## config.mk

```make
export PLATFORM = sky130hd
export DESIGN_NAME = line_rasterizer_flat
export DESIGN_NICKNAME = d
export VERILOG_FILES = /design/src/design/lr_pkg.sv /design/src/design/lr_if.sv /design/src/design/lr_step.sv /design/src/design/lr_addr.sv /design/src/design/line_rasterizer.sv /design/src/flat_wrapper.sv
export SDC_FILE = /design/constraint.sdc
export NUM_CORES = 2
export LEC_CHECK = 0
export ABC_CLOCK_PERIOD_IN_PS = 15100
export BUFFER_PORTS_ARGS = -buffer_cell sky130_fd_sc_hd__clkbuf_2
export CORE_MARGIN = 2
export CORE_UTILIZATION = 30
export DETAILED_ROUTE_END_ITERATION = 12
export HOLD_SLACK_MARGIN = 0.08
export PLACE_DENSITY = 0.43
export SYNTH_ARGS = -nofsm -noshare
export SYNTH_HDL_FRONTEND = slang
export SYNTH_SLANG_ARGS = --single-unit
export TNS_END_PERCENT = 30
```

## constraint.sdc

```tcl
create_clock -name clock -period 15.1 [get_ports clock]
set_input_delay 3.775 -clock clock [delete_from_list [all_inputs] [get_ports clock]]
set_output_delay 3.775 -clock clock [all_outputs]
set_load 0.05 [all_outputs]
```

## src/design/lr_pkg.sv

```systemverilog
// Shared types and constants for the line rasterizer.
package lr_pkg;

   // Fixed field widths.
   localparam int SIZE_BITS     = 13;
   localparam int BPP_BITS      = 3;
   localparam int ADDR_BITS     = 32;
   localparam int COLOR_BITS    = 32;
   localparam int CSR_IDX_BITS  = 2;
   localparam int CSR_DATA_BITS = 32;

   // Register values after reset.
   localparam logic [SIZE_BITS-1:0]  WIDTH_RESET  = 13'd640;
   localparam logic [SIZE_BITS-1:0]  HEIGHT_RESET = 13'd480;
   localparam logic [BPP_BITS-1:0]   BPP_RESET    = 3'd4;
   localparam logic [ADDR_BITS-1:0]  BASE_RESET   = 32'd0;

   // The one pixel size that is not treated as four bytes.
   localparam logic [BPP_BITS-1:0]   BPP_THREE    = 3'd3;
   localparam logic [COLOR_BITS-1:0] COLOR_24_MASK = 32'h00FF_FFFF;

   // Register indexes on the configuration port.
   typedef enum logic [CSR_IDX_BITS-1:0] {
      CSR_SCREEN_WIDTH    = 2'd0,
      CSR_SCREEN_HEIGHT   = 2'd1,
      CSR_BYTES_PER_PIXEL = 2'd2,
      CSR_BUFFER_BASE     = 2'd3
   } csr_idx_type;

   // Request kinds.
   typedef enum logic {
      KIND_START   = 1'b0,
      KIND_ADVANCE = 1'b1
   } kind_type;

   // Control bits that travel with a pixel down the pipeline.
   typedef struct packed {
      logic valid;
      logic last;
   } pix_ctl_type;

endpackage

```

## src/design/lr_if.sv

```systemverilog
// Channel interfaces for the line rasterizer: request, pixel result and register writes.
interface lr_req_if #(parameter int COORD_BITS = 12);
   import lr_pkg::*;

   logic                  valid;
   logic                  ready;
   logic                  kind;
   logic [COORD_BITS-1:0] start_x;
   logic [COORD_BITS-1:0] start_y;
   logic [COORD_BITS-1:0] end_x;
   logic [COORD_BITS-1:0] end_y;
   logic [COLOR_BITS-1:0] line_color;

   modport source (output valid, kind, start_x, start_y, end_x, end_y, line_color,
                   input ready);
   modport sink   (input valid, kind, start_x, start_y, end_x, end_y, line_color,
                   output ready);
endinterface

interface lr_rsp_if #(parameter int COORD_BITS = 12);
   import lr_pkg::*;

   logic                  valid;
   logic                  ready;
   logic [COORD_BITS-1:0] pixel_x;
   logic [COORD_BITS-1:0] pixel_y;
   logic [ADDR_BITS-1:0]  pixel_address;
   logic [COLOR_BITS-1:0] pixel_color;
   logic                  last;

   modport source (output valid, pixel_x, pixel_y, pixel_address, pixel_color, last,
                   input ready);
   modport sink   (input valid, pixel_x, pixel_y, pixel_address, pixel_color, last,
                   output ready);
endinterface

interface lr_csr_if;
   import lr_pkg::*;

   logic                     valid;
   logic                     ready;
   logic [CSR_IDX_BITS-1:0]  index;
   logic [CSR_DATA_BITS-1:0] data;

   modport source (output valid, index, data, input ready);
   modport sink   (input valid, index, data, output ready);
endinterface

```

## src/design/lr_step.sv

```systemverilog
// Setup, Bresenham stepping, line state; a start or mid-line advance registers a pixel.
module lr_step #(
   parameter int COORD_BITS = 12
) (
   input  logic                          clock,
   input  logic                          reset,
   input  logic                          item_valid,
   output logic                          item_take,
   input  logic                          item_kind,
   input  logic [COORD_BITS-1:0]         start_x,
   input  logic [COORD_BITS-1:0]         start_y,
   input  logic [COORD_BITS-1:0]         end_x,
   input  logic [COORD_BITS-1:0]         end_y,
   input  logic [lr_pkg::COLOR_BITS-1:0] line_color,
   input  logic [lr_pkg::SIZE_BITS-1:0]  screen_width,
   input  logic [lr_pkg::SIZE_BITS-1:0]  screen_height,
   input  logic                          down_take,
   output lr_pkg::pix_ctl_type           pix_ctl,
   output logic [COORD_BITS-1:0]         pix_x,
   output logic [COORD_BITS-1:0]         pix_y,
   output logic [lr_pkg::COLOR_BITS-1:0] pix_color
);
   import lr_pkg::*;

   localparam int LEN_BITS = COORD_BITS + 1;
   localparam int CMP_BITS = (COORD_BITS > SIZE_BITS) ? COORD_BITS : SIZE_BITS;

   // Clamp a coordinate to size minus one; a zero size pins it to zero.
   function automatic logic [COORD_BITS-1:0] clamp_coord(input logic [COORD_BITS-1:0] v,
                                                         input logic [SIZE_BITS-1:0] size);
      logic [CMP_BITS-1:0] v_wide;
      logic [CMP_BITS-1:0] size_wide;
      logic [CMP_BITS-1:0] top_wide;
      v_wide    = CMP_BITS'(v);
      size_wide = CMP_BITS'(size);
      top_wide  = size_wide - CMP_BITS'(1);
      if (v_wide < size_wide) begin
         return v;
      end else if (size == '0) begin
         return '0;
      end else begin
         return top_wide[COORD_BITS-1:0];
      end
   endfunction

   // One step along an axis, wrapping at the coordinate width.
   function automatic logic [COORD_BITS-1:0] move_coord(input logic [COORD_BITS-1:0] v,
                                                        input logic down);
      return down ? (v - COORD_BITS'(1)) : (v + COORD_BITS'(1));
   endfunction

   // Line state.
   logic [COORD_BITS-1:0] cur_x_ff, cur_x_in;
   logic [COORD_BITS-1:0] cur_y_ff, cur_y_in;
   logic                  x_down_ff, y_down_ff, x_major_ff;
   logic [LEN_BITS-1:0]   err_ff, err_in;
   logic [LEN_BITS-1:0]   major_ff, minor_ff;
   logic [LEN_BITS-1:0]   left_ff, left_in;
   logic [COLOR_BITS-1:0] color_ff;
   logic                  busy_ff, busy_in;

   // Pixel register toward the address stage.
   pix_ctl_type           ctl_ff, ctl_in;
   logic [COORD_BITS-1:0] px_ff, py_ff;
   logic [COLOR_BITS-1:0] pc_ff;

   // Setup and working values.
   logic                  fire, is_start, emit, step_minor;
   logic [COORD_BITS-1:0] x0, y0, x1, y1, diff_x, diff_y;
   logic [LEN_BITS-1:0]   dx, dy, esum;
   logic                  x_down_new, y_down_new, x_major_new;
   logic [COORD_BITS-1:0] b_x, b_y;
   logic                  b_x_down, b_y_down, b_x_major;
   logic [LEN_BITS-1:0]   b_err, b_major, b_minor, b_left;
   logic [COLOR_BITS-1:0] b_color;

   assign item_take = !ctl_ff.valid || down_take;
   assign fire      = item_valid && item_take;
   assign is_start  = (item_kind == KIND_START);
   assign emit      = is_start || busy_ff;

   // Start words: clamp endpoints, pick directions, lengths and the major axis.
   always_comb begin
      x0          = clamp_coord(start_x, screen_width);
      y0          = clamp_coord(start_y, screen_height);
      x1          = clamp_coord(end_x, screen_width);
      y1          = clamp_coord(end_y, screen_height);
      x_down_new  = (x1 < x0);
      y_down_new  = (y1 < y0);
      diff_x      = x_down_new ? (x0 - x1) : (x1 - x0);
      diff_y      = y_down_new ? (y0 - y1) : (y1 - y0);
      dx          = {1'b0, diff_x} + LEN_BITS'(1);
      dy          = {1'b0, diff_y} + LEN_BITS'(1);
      x_major_new = (dx >= dy);
   end

   // The pixel is taken either from fresh setup or from the stored line.
   always_comb begin
      if (is_start) begin
         b_x       = x0;
         b_y       = y0;
         b_x_down  = x_down_new;
         b_y_down  = y_down_new;
         b_x_major = x_major_new;
         b_err     = '0;
         b_major   = x_major_new ? dx : dy;
         b_minor   = x_major_new ? dy : dx;
         b_left    = x_major_new ? dx : dy;
         b_color   = line_color;
      end else begin
         b_x       = cur_x_ff;
         b_y       = cur_y_ff;
         b_x_down  = x_down_ff;
         b_y_down  = y_down_ff;
         b_x_major = x_major_ff;
         b_err     = err_ff;
         b_major   = major_ff;
         b_minor   = minor_ff;
         b_left    = left_ff;
         b_color   = color_ff;
      end
   end

   // Bresenham step: error update, minor step on overflow, major step always.
   always_comb begin
      left_in    = b_left - LEN_BITS'(1);
      busy_in    = (left_in != '0);
      esum       = b_err + b_minor;
      step_minor = (esum >= b_major);
      err_in     = step_minor ? (esum - b_major) : esum;
      cur_x_in   = b_x;
      cur_y_in   = b_y;
      if (b_x_major) begin
         cur_x_in = move_coord(b_x, b_x_down);
         if (step_minor) begin
            cur_y_in = move_coord(b_y, b_y_down);
         end
      end else begin
         cur_y_in = move_coord(b_y, b_y_down);
         if (step_minor) begin
            cur_x_in = move_coord(b_x, b_x_down);
         end
      end
      ctl_in.valid = fire && emit;
      ctl_in.last  = !busy_in;
   end

   // Line state register.
   always_ff @(posedge clock) begin
      if (reset) begin
         cur_x_ff   <= '0;
         cur_y_ff   <= '0;
         x_down_ff  <= 1'b0;
         y_down_ff  <= 1'b0;
         x_major_ff <= 1'b0;
         err_ff     <= '0;
         major_ff   <= '0;
         minor_ff   <= '0;
         left_ff    <= '0;
         color_ff   <= '0;
         busy_ff    <= 1'b0;
      end else if (fire && emit) begin
         cur_x_ff   <= cur_x_in;
         cur_y_ff   <= cur_y_in;
         x_down_ff  <= b_x_down;
         y_down_ff  <= b_y_down;
         x_major_ff <= b_x_major;
         err_ff     <= err_in;
         major_ff   <= b_major;
         minor_ff   <= b_minor;
         left_ff    <= left_in;
         color_ff   <= b_color;
         busy_ff    <= busy_in;
      end
   end

   // Pixel register control.
   always_ff @(posedge clock) begin
      if (reset) begin
         ctl_ff <= '0;
      end else if (item_take) begin
         ctl_ff <= ctl_in;
      end
   end

   // Pixel register payload.
   always_ff @(posedge clock) begin
      if (fire && emit) begin
         px_ff <= b_x;
         py_ff <= b_y;
         pc_ff <= b_color;
      end
   end

   assign pix_ctl   = ctl_ff;
   assign pix_x     = px_ff;
   assign pix_y     = py_ff;
   assign pix_color = pc_ff;

endmodule

```

## src/design/lr_addr.sv

```systemverilog
// Address pipeline: linear pixel index, then byte address and color, into the result register.
module lr_addr #(
   parameter int COORD_BITS = 12
) (
   input  logic                          clock,
   input  logic                          reset,
   input  lr_pkg::pix_ctl_type           pix_ctl,
   input  logic [COORD_BITS-1:0]         pix_x,
   input  logic [COORD_BITS-1:0]         pix_y,
   input  logic [lr_pkg::COLOR_BITS-1:0] pix_color,
   output logic                          pix_take,
   input  logic [lr_pkg::SIZE_BITS-1:0]  screen_width,
   input  logic [lr_pkg::BPP_BITS-1:0]   bytes_per_pixel,
   input  logic [lr_pkg::ADDR_BITS-1:0]  buffer_base,
   lr_rsp_if.source                      rsp_chan
);
   import lr_pkg::*;

   localparam int LIN_BITS = COORD_BITS + SIZE_BITS + 1;

   // Index stage.
   pix_ctl_type           lin_ctl_ff;
   logic [LIN_BITS-1:0]   lin_ff, lin_in;
   logic [COORD_BITS-1:0] lx_ff, ly_ff;
   logic [COLOR_BITS-1:0] lc_ff;

   // Result register.
   pix_ctl_type           out_ctl_ff;
   logic [COORD_BITS-1:0] ox_ff, oy_ff;
   logic [ADDR_BITS-1:0]  oaddr_ff, oaddr_in;
   logic [COLOR_BITS-1:0] ocolor_ff, ocolor_in;

   logic                  adv_out, adv_lin, three_mode;
   logic [ADDR_BITS-1:0]  lin_word;

   assign adv_out  = !out_ctl_ff.valid || rsp_chan.ready;
   assign adv_lin  = !lin_ctl_ff.valid || adv_out;
   assign pix_take = adv_lin;

   // Row times width plus column.
   assign lin_in = LIN_BITS'(pix_y) * LIN_BITS'(screen_width) + LIN_BITS'(pix_x);

   // Scale by three in 3-byte mode and by four otherwise, add the base, and cut the color in 3-byte mode.
   always_comb begin
      three_mode = (bytes_per_pixel == BPP_THREE);
      lin_word   = ADDR_BITS'(lin_ff);
      if (three_mode) begin
         oaddr_in  = buffer_base + (lin_word << 1) + lin_word;
         ocolor_in = lc_ff & COLOR_24_MASK;
      end else begin
         oaddr_in  = buffer_base + (lin_word << 2);
         ocolor_in = lc_ff;
      end
   end

   // Stage control.
   always_ff @(posedge clock) begin
      if (reset) begin
         lin_ctl_ff <= '0;
         out_ctl_ff <= '0;
      end else begin
         if (adv_lin) begin
            lin_ctl_ff <= pix_ctl;
         end
         if (adv_out) begin
            out_ctl_ff <= lin_ctl_ff;
         end
      end
   end

   // Stage payload.
   always_ff @(posedge clock) begin
      if (adv_lin && pix_ctl.valid) begin
         lin_ff <= lin_in;
         lx_ff  <= pix_x;
         ly_ff  <= pix_y;
         lc_ff  <= pix_color;
      end
      if (adv_out && lin_ctl_ff.valid) begin
         ox_ff     <= lx_ff;
         oy_ff     <= ly_ff;
         oaddr_ff  <= oaddr_in;
         ocolor_ff <= ocolor_in;
      end
   end

   assign rsp_chan.valid         = out_ctl_ff.valid;
   assign rsp_chan.last          = out_ctl_ff.last;
   assign rsp_chan.pixel_x       = ox_ff;
   assign rsp_chan.pixel_y       = oy_ff;
   assign rsp_chan.pixel_address = oaddr_ff;
   assign rsp_chan.pixel_color   = ocolor_ff;

endmodule

```

## src/design/line_rasterizer.sv

```systemverilog
// Top level of the line rasterizer: registers, input register and the pixel pipeline.
//
//   Channel   Dir  Word
//   req_chan  in   kind, start_x, start_y, end_x, end_y, line_color
//   rsp_chan  out  pixel_x, pixel_y, pixel_address, pixel_color, last
//   csr_chan  in   index, data (screen_width, screen_height, bytes_per_pixel, buffer_base)
//
// One word is accepted per cycle while req_chan.ready is high.
// The stages are the input register, the stepping register, the row-times-width multiply
// and the result register.
// Reset clears the registers to their defaults and leaves the block idle.
// A stalled result holds every stage; req_chan.ready falls only once all stages are full.
module line_rasterizer #(
   parameter int COORD_BITS = 12
) (
   input  logic     clock,
   input  logic     reset,
   lr_req_if.sink   req_chan,
   lr_rsp_if.source rsp_chan,
   lr_csr_if.sink   csr_chan
);
   import lr_pkg::*;

   // Configuration registers.
   logic [SIZE_BITS-1:0]  width_ff, height_ff;
   logic [BPP_BITS-1:0]   bpp_ff;
   logic [ADDR_BITS-1:0]  base_ff;

   // Input register.
   logic                  in_v_ff;
   logic                  in_kind_ff;
   logic [COORD_BITS-1:0] in_sx_ff, in_sy_ff, in_ex_ff, in_ey_ff;
   logic [COLOR_BITS-1:0] in_color_ff;

   logic                  step_take, addr_take;
   pix_ctl_type           step_ctl;
   logic [COORD_BITS-1:0] step_x, step_y;
   logic [COLOR_BITS-1:0] step_color;

   assign csr_chan.ready = 1'b1;
   assign req_chan.ready = !in_v_ff || step_take;

   // Register writes.
   always_ff @(posedge clock) begin
      if (reset) begin
         width_ff  <= WIDTH_RESET;
         height_ff <= HEIGHT_RESET;
         bpp_ff    <= BPP_RESET;
         base_ff   <= BASE_RESET;
      end else if (csr_chan.valid) begin
         case (csr_idx_type'(csr_chan.index))
            CSR_SCREEN_WIDTH:    width_ff  <= csr_chan.data[SIZE_BITS-1:0];
            CSR_SCREEN_HEIGHT:   height_ff <= csr_chan.data[SIZE_BITS-1:0];
            CSR_BYTES_PER_PIXEL: bpp_ff    <= csr_chan.data[BPP_BITS-1:0];
            CSR_BUFFER_BASE:     base_ff   <= csr_chan.data[ADDR_BITS-1:0];
            default: ;
         endcase
      end
   end

   // Input register control.
   always_ff @(posedge clock) begin
      if (reset) begin
         in_v_ff <= 1'b0;
      end else if (req_chan.ready) begin
         in_v_ff <= req_chan.valid;
      end
   end

   // Input register payload.
   always_ff @(posedge clock) begin
      if (req_chan.ready && req_chan.valid) begin
         in_kind_ff  <= req_chan.kind;
         in_sx_ff    <= req_chan.start_x;
         in_sy_ff    <= req_chan.start_y;
         in_ex_ff    <= req_chan.end_x;
         in_ey_ff    <= req_chan.end_y;
         in_color_ff <= req_chan.line_color;
      end
   end

   lr_step #(.COORD_BITS(COORD_BITS)) u_step (
      .clock         (clock),
      .reset         (reset),
      .item_valid    (in_v_ff),
      .item_take     (step_take),
      .item_kind     (in_kind_ff),
      .start_x       (in_sx_ff),
      .start_y       (in_sy_ff),
      .end_x         (in_ex_ff),
      .end_y         (in_ey_ff),
      .line_color    (in_color_ff),
      .screen_width  (width_ff),
      .screen_height (height_ff),
      .down_take     (addr_take),
      .pix_ctl       (step_ctl),
      .pix_x         (step_x),
      .pix_y         (step_y),
      .pix_color     (step_color)
   );

   lr_addr #(.COORD_BITS(COORD_BITS)) u_addr (
      .clock           (clock),
      .reset           (reset),
      .pix_ctl         (step_ctl),
      .pix_x           (step_x),
      .pix_y           (step_y),
      .pix_color       (step_color),
      .pix_take        (addr_take),
      .screen_width    (width_ff),
      .bytes_per_pixel (bpp_ff),
      .buffer_base     (base_ff),
      .rsp_chan        (rsp_chan)
   );

`ifndef ASSERT_OFF
   // A start word always yields a pixel in the stepping register.
   a_start_emits: assert property (@(posedge clock) disable iff (reset)
      (in_v_ff && step_take && in_kind_ff == KIND_START) |=> step_ctl.valid)
      else $error("start word produced no pixel");

   // A pixel blocked by the address stage keeps its contents.
   a_step_holds: assert property (@(posedge clock) disable iff (reset)
      (step_ctl.valid && !addr_take) |=>
         (step_ctl.valid && $stable(step_x) && $stable(step_y) &&
          $stable(step_color) && $stable(step_ctl.last)))
      else $error("stepping register changed while stalled");

   // A buffered word waiting on the stepper is not lost, and its kind, start_x and end_y are not altered.
   a_input_holds: assert property (@(posedge clock) disable iff (reset)
      (in_v_ff && !step_take) |=>
         (in_v_ff && $stable(in_kind_ff) && $stable(in_sx_ff) && $stable(in_ey_ff)))
      else $error("input register changed while stalled");
`endif

endmodule

```

## src/flat_wrapper.sv

```systemverilog
// flat-port wrapper written by rule: the top's interface ports become plain ports
module line_rasterizer_flat import lr_pkg::*;
#(
   parameter int COORD_BITS = 12
)
  (clock, reset, req_chan_valid, req_chan_kind, req_chan_start_x, req_chan_start_y, req_chan_end_x, req_chan_end_y, req_chan_line_color, req_chan_ready, rsp_chan_valid, rsp_chan_pixel_x, rsp_chan_pixel_y, rsp_chan_pixel_address, rsp_chan_pixel_color, rsp_chan_last, rsp_chan_ready, csr_chan_valid, csr_chan_index, csr_chan_data, csr_chan_ready);
  lr_req_if #(.COORD_BITS(COORD_BITS)) req_chan_i ();
  lr_rsp_if #(.COORD_BITS(COORD_BITS)) rsp_chan_i ();
  lr_csr_if csr_chan_i ();
  input  logic clock;
  input  logic reset;
  input wire logic [$bits(req_chan_i.valid)-1:0] req_chan_valid;
  input wire logic [$bits(req_chan_i.kind)-1:0] req_chan_kind;
  input wire logic [$bits(req_chan_i.start_x)-1:0] req_chan_start_x;
  input wire logic [$bits(req_chan_i.start_y)-1:0] req_chan_start_y;
  input wire logic [$bits(req_chan_i.end_x)-1:0] req_chan_end_x;
  input wire logic [$bits(req_chan_i.end_y)-1:0] req_chan_end_y;
  input wire logic [$bits(req_chan_i.line_color)-1:0] req_chan_line_color;
  output wire logic [$bits(req_chan_i.ready)-1:0] req_chan_ready;
  output wire logic [$bits(rsp_chan_i.valid)-1:0] rsp_chan_valid;
  output wire logic [$bits(rsp_chan_i.pixel_x)-1:0] rsp_chan_pixel_x;
  output wire logic [$bits(rsp_chan_i.pixel_y)-1:0] rsp_chan_pixel_y;
  output wire logic [$bits(rsp_chan_i.pixel_address)-1:0] rsp_chan_pixel_address;
  output wire logic [$bits(rsp_chan_i.pixel_color)-1:0] rsp_chan_pixel_color;
  output wire logic [$bits(rsp_chan_i.last)-1:0] rsp_chan_last;
  input wire logic [$bits(rsp_chan_i.ready)-1:0] rsp_chan_ready;
  input wire logic [$bits(csr_chan_i.valid)-1:0] csr_chan_valid;
  input wire logic [$bits(csr_chan_i.index)-1:0] csr_chan_index;
  input wire logic [$bits(csr_chan_i.data)-1:0] csr_chan_data;
  output wire logic [$bits(csr_chan_i.ready)-1:0] csr_chan_ready;
  assign req_chan_i.valid = req_chan_valid;
  assign req_chan_i.kind = req_chan_kind;
  assign req_chan_i.start_x = req_chan_start_x;
  assign req_chan_i.start_y = req_chan_start_y;
  assign req_chan_i.end_x = req_chan_end_x;
  assign req_chan_i.end_y = req_chan_end_y;
  assign req_chan_i.line_color = req_chan_line_color;
  assign req_chan_ready = req_chan_i.ready;
  assign rsp_chan_valid = rsp_chan_i.valid;
  assign rsp_chan_pixel_x = rsp_chan_i.pixel_x;
  assign rsp_chan_pixel_y = rsp_chan_i.pixel_y;
  assign rsp_chan_pixel_address = rsp_chan_i.pixel_address;
  assign rsp_chan_pixel_color = rsp_chan_i.pixel_color;
  assign rsp_chan_last = rsp_chan_i.last;
  assign rsp_chan_i.ready = rsp_chan_ready;
  assign csr_chan_i.valid = csr_chan_valid;
  assign csr_chan_i.index = csr_chan_index;
  assign csr_chan_i.data = csr_chan_data;
  assign csr_chan_ready = csr_chan_i.ready;
  line_rasterizer #(.COORD_BITS(COORD_BITS)) u_core (.clock(clock), .reset(reset), .req_chan(req_chan_i), .rsp_chan(rsp_chan_i), .csr_chan(csr_chan_i));
endmodule
```

==> key figures <==
Routing
  – DR DRC count: 0
  – Initial DRC count: roughly 1.4k
  – DR vias/cell: 4.81
  – Wire per inst: 19.1 um
  – WL final: about 98000 um
  – Vias: 24.8k
  – Post-route ant nets: 0
  – DRT Pass-1 Iters: 5

Critical path
  – Type of origin of the critical path: flop
  – CP top delay family: compound AO/OA/AOI/OAI gates
  – CP most frequent cell: o21ai_0
  – Max incr delay on CP: ~660 ps
  – Worst setup EP type: flop
  – WP data arrival: 14070 ps
  – Bufs and invs on worst path: 5
  – Slowest CP cell: a21oi_1
  – Data required, critical path: around 16000 ps
  – Largest fanout on the critical path: 24
  – Critical path class: flop to flop

Floorplanning
  – Top Ports: 212
  – Core Region: between 100000 and 150000 sq um
  – Area of the die: between 100000 and 150000 sq um
  – Die Ht: 339 um
  – FP Rows: between 100 and 150
  – Initial core utilization: a little under a third
  – Die X-Extent: ~340 um

Timing
  – Relative slew slack: 30.0%
  – Worst slew pin tran: around 1000 ps
  – Clock period minus worst slack: approximately 13000 ps
  – FMAX: about 74 MHz
  – Layout Skew: 52.2 ps
  – Tcrit/Tclk final: 89.4%
  – Setup TNS: 0 ps
  – Hold Vio Cnt, Final: 0
  – Finish-stage setup viols: 0
  – Fin. max-slew vios: 0
  – RSZ-0062 raised after global routing: false

Layout
  – Fillers: roughly 11k
  – Fin util: around 34%
  – Nets@finish: 4155
  – Multi-input logic area: 19100 sq um
  – Layout Area Growth over Synthesis: 13.8%
  – Fraction of layout cells with a size suffix above 1: about an eighth
  – Seq. cell area: between 10000 and 15000 sq um

Global routing
  – Largest net degree at the start of global routing: between 100 and 150
  – First-pass GRT wire length: about 150000 um
  – GR Layer Usage met2: about 28%
  – Antenna violations before repair: 5
  – M1 GR Usage: around a quarter
  – Vias in the first global route: ~25k
  – GRT Util Overall: between 10% and 20%
  – Total gr overflow: 0
  – Busiest grt layer: met2
  – Met3 Usage GRT: under 10%

Synthesis
  – Top-area cell type share of the netlist area: a little over a quarter
  – Yosys warnings: 0
  – Avg Cell Area, Syn: a little under 10 sq um
  – Post-synth cell types: 91
  – Mapped Area: 33600 sq um
  – FF+latch count, synth: a little under 500
  – Post-Synthesis Cells: 3451
  – Syn nets: ~4k
  – Main flop type after synthesis: edfxtp_1
  – Yosys top cell by area: edfxtp_1
  – Post-synth ARST share: 0%
  – Top post-synthesis cells by area: edfxtp_1, dfxtp_1, ha_1, fa_1, nand2_1
  – Sequential fraction of the synthesis area: between 30% and 40%
  – EDFF count, synth: 307

Outcome
  – Outcome: completed

Worst hold path
  – Worst hold path class: flop to flop

Clock tree
  – Root buffer cell: clkbuf_16
  – CTS tree: yes
  – Clk slew on worst S/H paths: 60 ps
  – Clock buffers created by TritonCTS: 60
  – Worst-case clock buffer depth: 3
  – Worst-skew pair later-pin latency: a little under 700 ps
  – Setup bufs post-CTS: 0
  – Sink Count: 487
  – Htree depth: 2

Place
  – RePlAce Congestion: roughly 0.85
  – DPL Wire Length: approximately 74000 um
  – PortBufs: 210

Pwr
  – VDD IR max: ~0.00012 V
  – P_leak: 0.0158 uW
  – Pwr/cell area: 163 nW/um^2

Flow run
  – Max cap viols: 0
-- worst paths after layout --
kind,from,endpoint,slack [ps],cells after the start
hold / removal,u_core.u_step.pix_color[26],u_core.u_addr.lc_ff[26],380,0
setup / recovery,u_core.height_ff[10],u_core.u_step.cur_y_ff[0],1600,55
setup reg to reg,u_core.height_ff[10],u_core.u_step.cur_y_ff[0],1600,55
hold reg to reg,u_core.u_step.pix_color[26],u_core.u_addr.lc_ff[26],380,0
-- state kept, by name, summed over array words and instances, names as in the netlist, 26 cells and up --
register                              flops
u_core.u_step.color_ff                   32
u_core.u_addr.rsp_chan.pixel_color       32
u_core.u_addr.lin_ff                     26
u_core.u_addr.rsp_chan.pixel_address     32
u_core.u_addr.lc_ff                      32
u_core.u_step.pix_color                  32
u_core.base_ff                           32
u_core.in_color_ff                       32
-- power by group --
part | switching [uW] | leakage, uW | internal (uW)
Sequential | 66.2 | 0.00433 | 1510
Clock | 616 | 0.000970 | 840
Combinational | 1960 | 0.0105 | 1240
-- cells in the final DEF (no fill, tap or decap), types with 52 or more instances in the layout --
cell,netlist,layout
a21oi_1,241,241
nor3_1,78,78
nand2_1,453,452
xnor2_1,112,112
fa_1,156,156
a211oi_1,53,52
nor2_1,241,240
inv_1,301,300
a21o_1,55,55
dfxtp_1,180,173
mux2_2,88,88
o21ai_0,123,123
edfxtp_1,307,307
and2_1,81,79
ha_1,277,277
clkbuf_16,0,61
clkbuf_2,0,209
-- layout make-up --
class	count	share of cell area (%)
Inverter	302	2.98
Clock buffer	79	4.30
Antenna cell	1	0.00655
Multi-Input combinational cell	2516	50.0
Clock inverter	35	0.950
Sequential cell	487	33.6
Timing Repair Buffer	235	3.29
Tap cell	1488	4.87
-- cells by family after synthesis --
group | share of synthesized area, %
DFF | 38.2
other | 0.0112
adders and majority gates | 19.6
and+or+nand+nor | 14.7
buffers and inverters | 5.04
xor gates and xnor gates | 4.02
AOI/OAI and AO/OA | 13.9
muxes | 4.52
-- layer usage --
layer	vias up	routed length, um	part of all wire [%]
met3	120	3460	3.5
met5	-	0	0
met4	0	2110	2.1
li1	12333	-	-
met2	422	45700	46
met1	11887	47100	48
-- repair_timing --
item / in CTS / in global routing
endpoints found under the setup margin: 0 / 12
resized for setup: 0 / 9
hold buffers: 0 / 0
-- stage by stage --
stage / total power (uW) / hold slack (ps) / instance area (sq um) / instances / worst slack [ps]
6_report: 6240 / 384 / 38200 / 5143 / 1600
2_1_floorplan: 3980 / 400 / 33600 / 3451 / 2660
4_1_cts: 6310 / 376 / 38200 / 5142 / 1110
3_3_place_gp: 4820 / 400 / 36200 / 5028 / 1410
3_5_place_dp: 4800 / 405 / 36200 / 5028 / 1200
5_1_grt: 6750 / 375 / 38200 / 5142 / 3.94
-- cells in the mapped netlist, drive strengths merged, types with 18 or more instances --
master and instances:
o21bai 29, nand2 454, a211o 20, a211oi 56, nor3 79, a21oi 241
or3 18, nand3 42, ha 277, edfxtp 307, o31ai 21, and3 18
xor2 42, and2 81, mux2i 51, nand2b 36, fa 156, clkbuf 126
o21ai 126, buf 20, nor2b 26, o21a 35, xnor2 112, dfxtp 180
mux2 89, inv 302, a21o 55, nor2 243
Power figures use the tool's default switching activity.
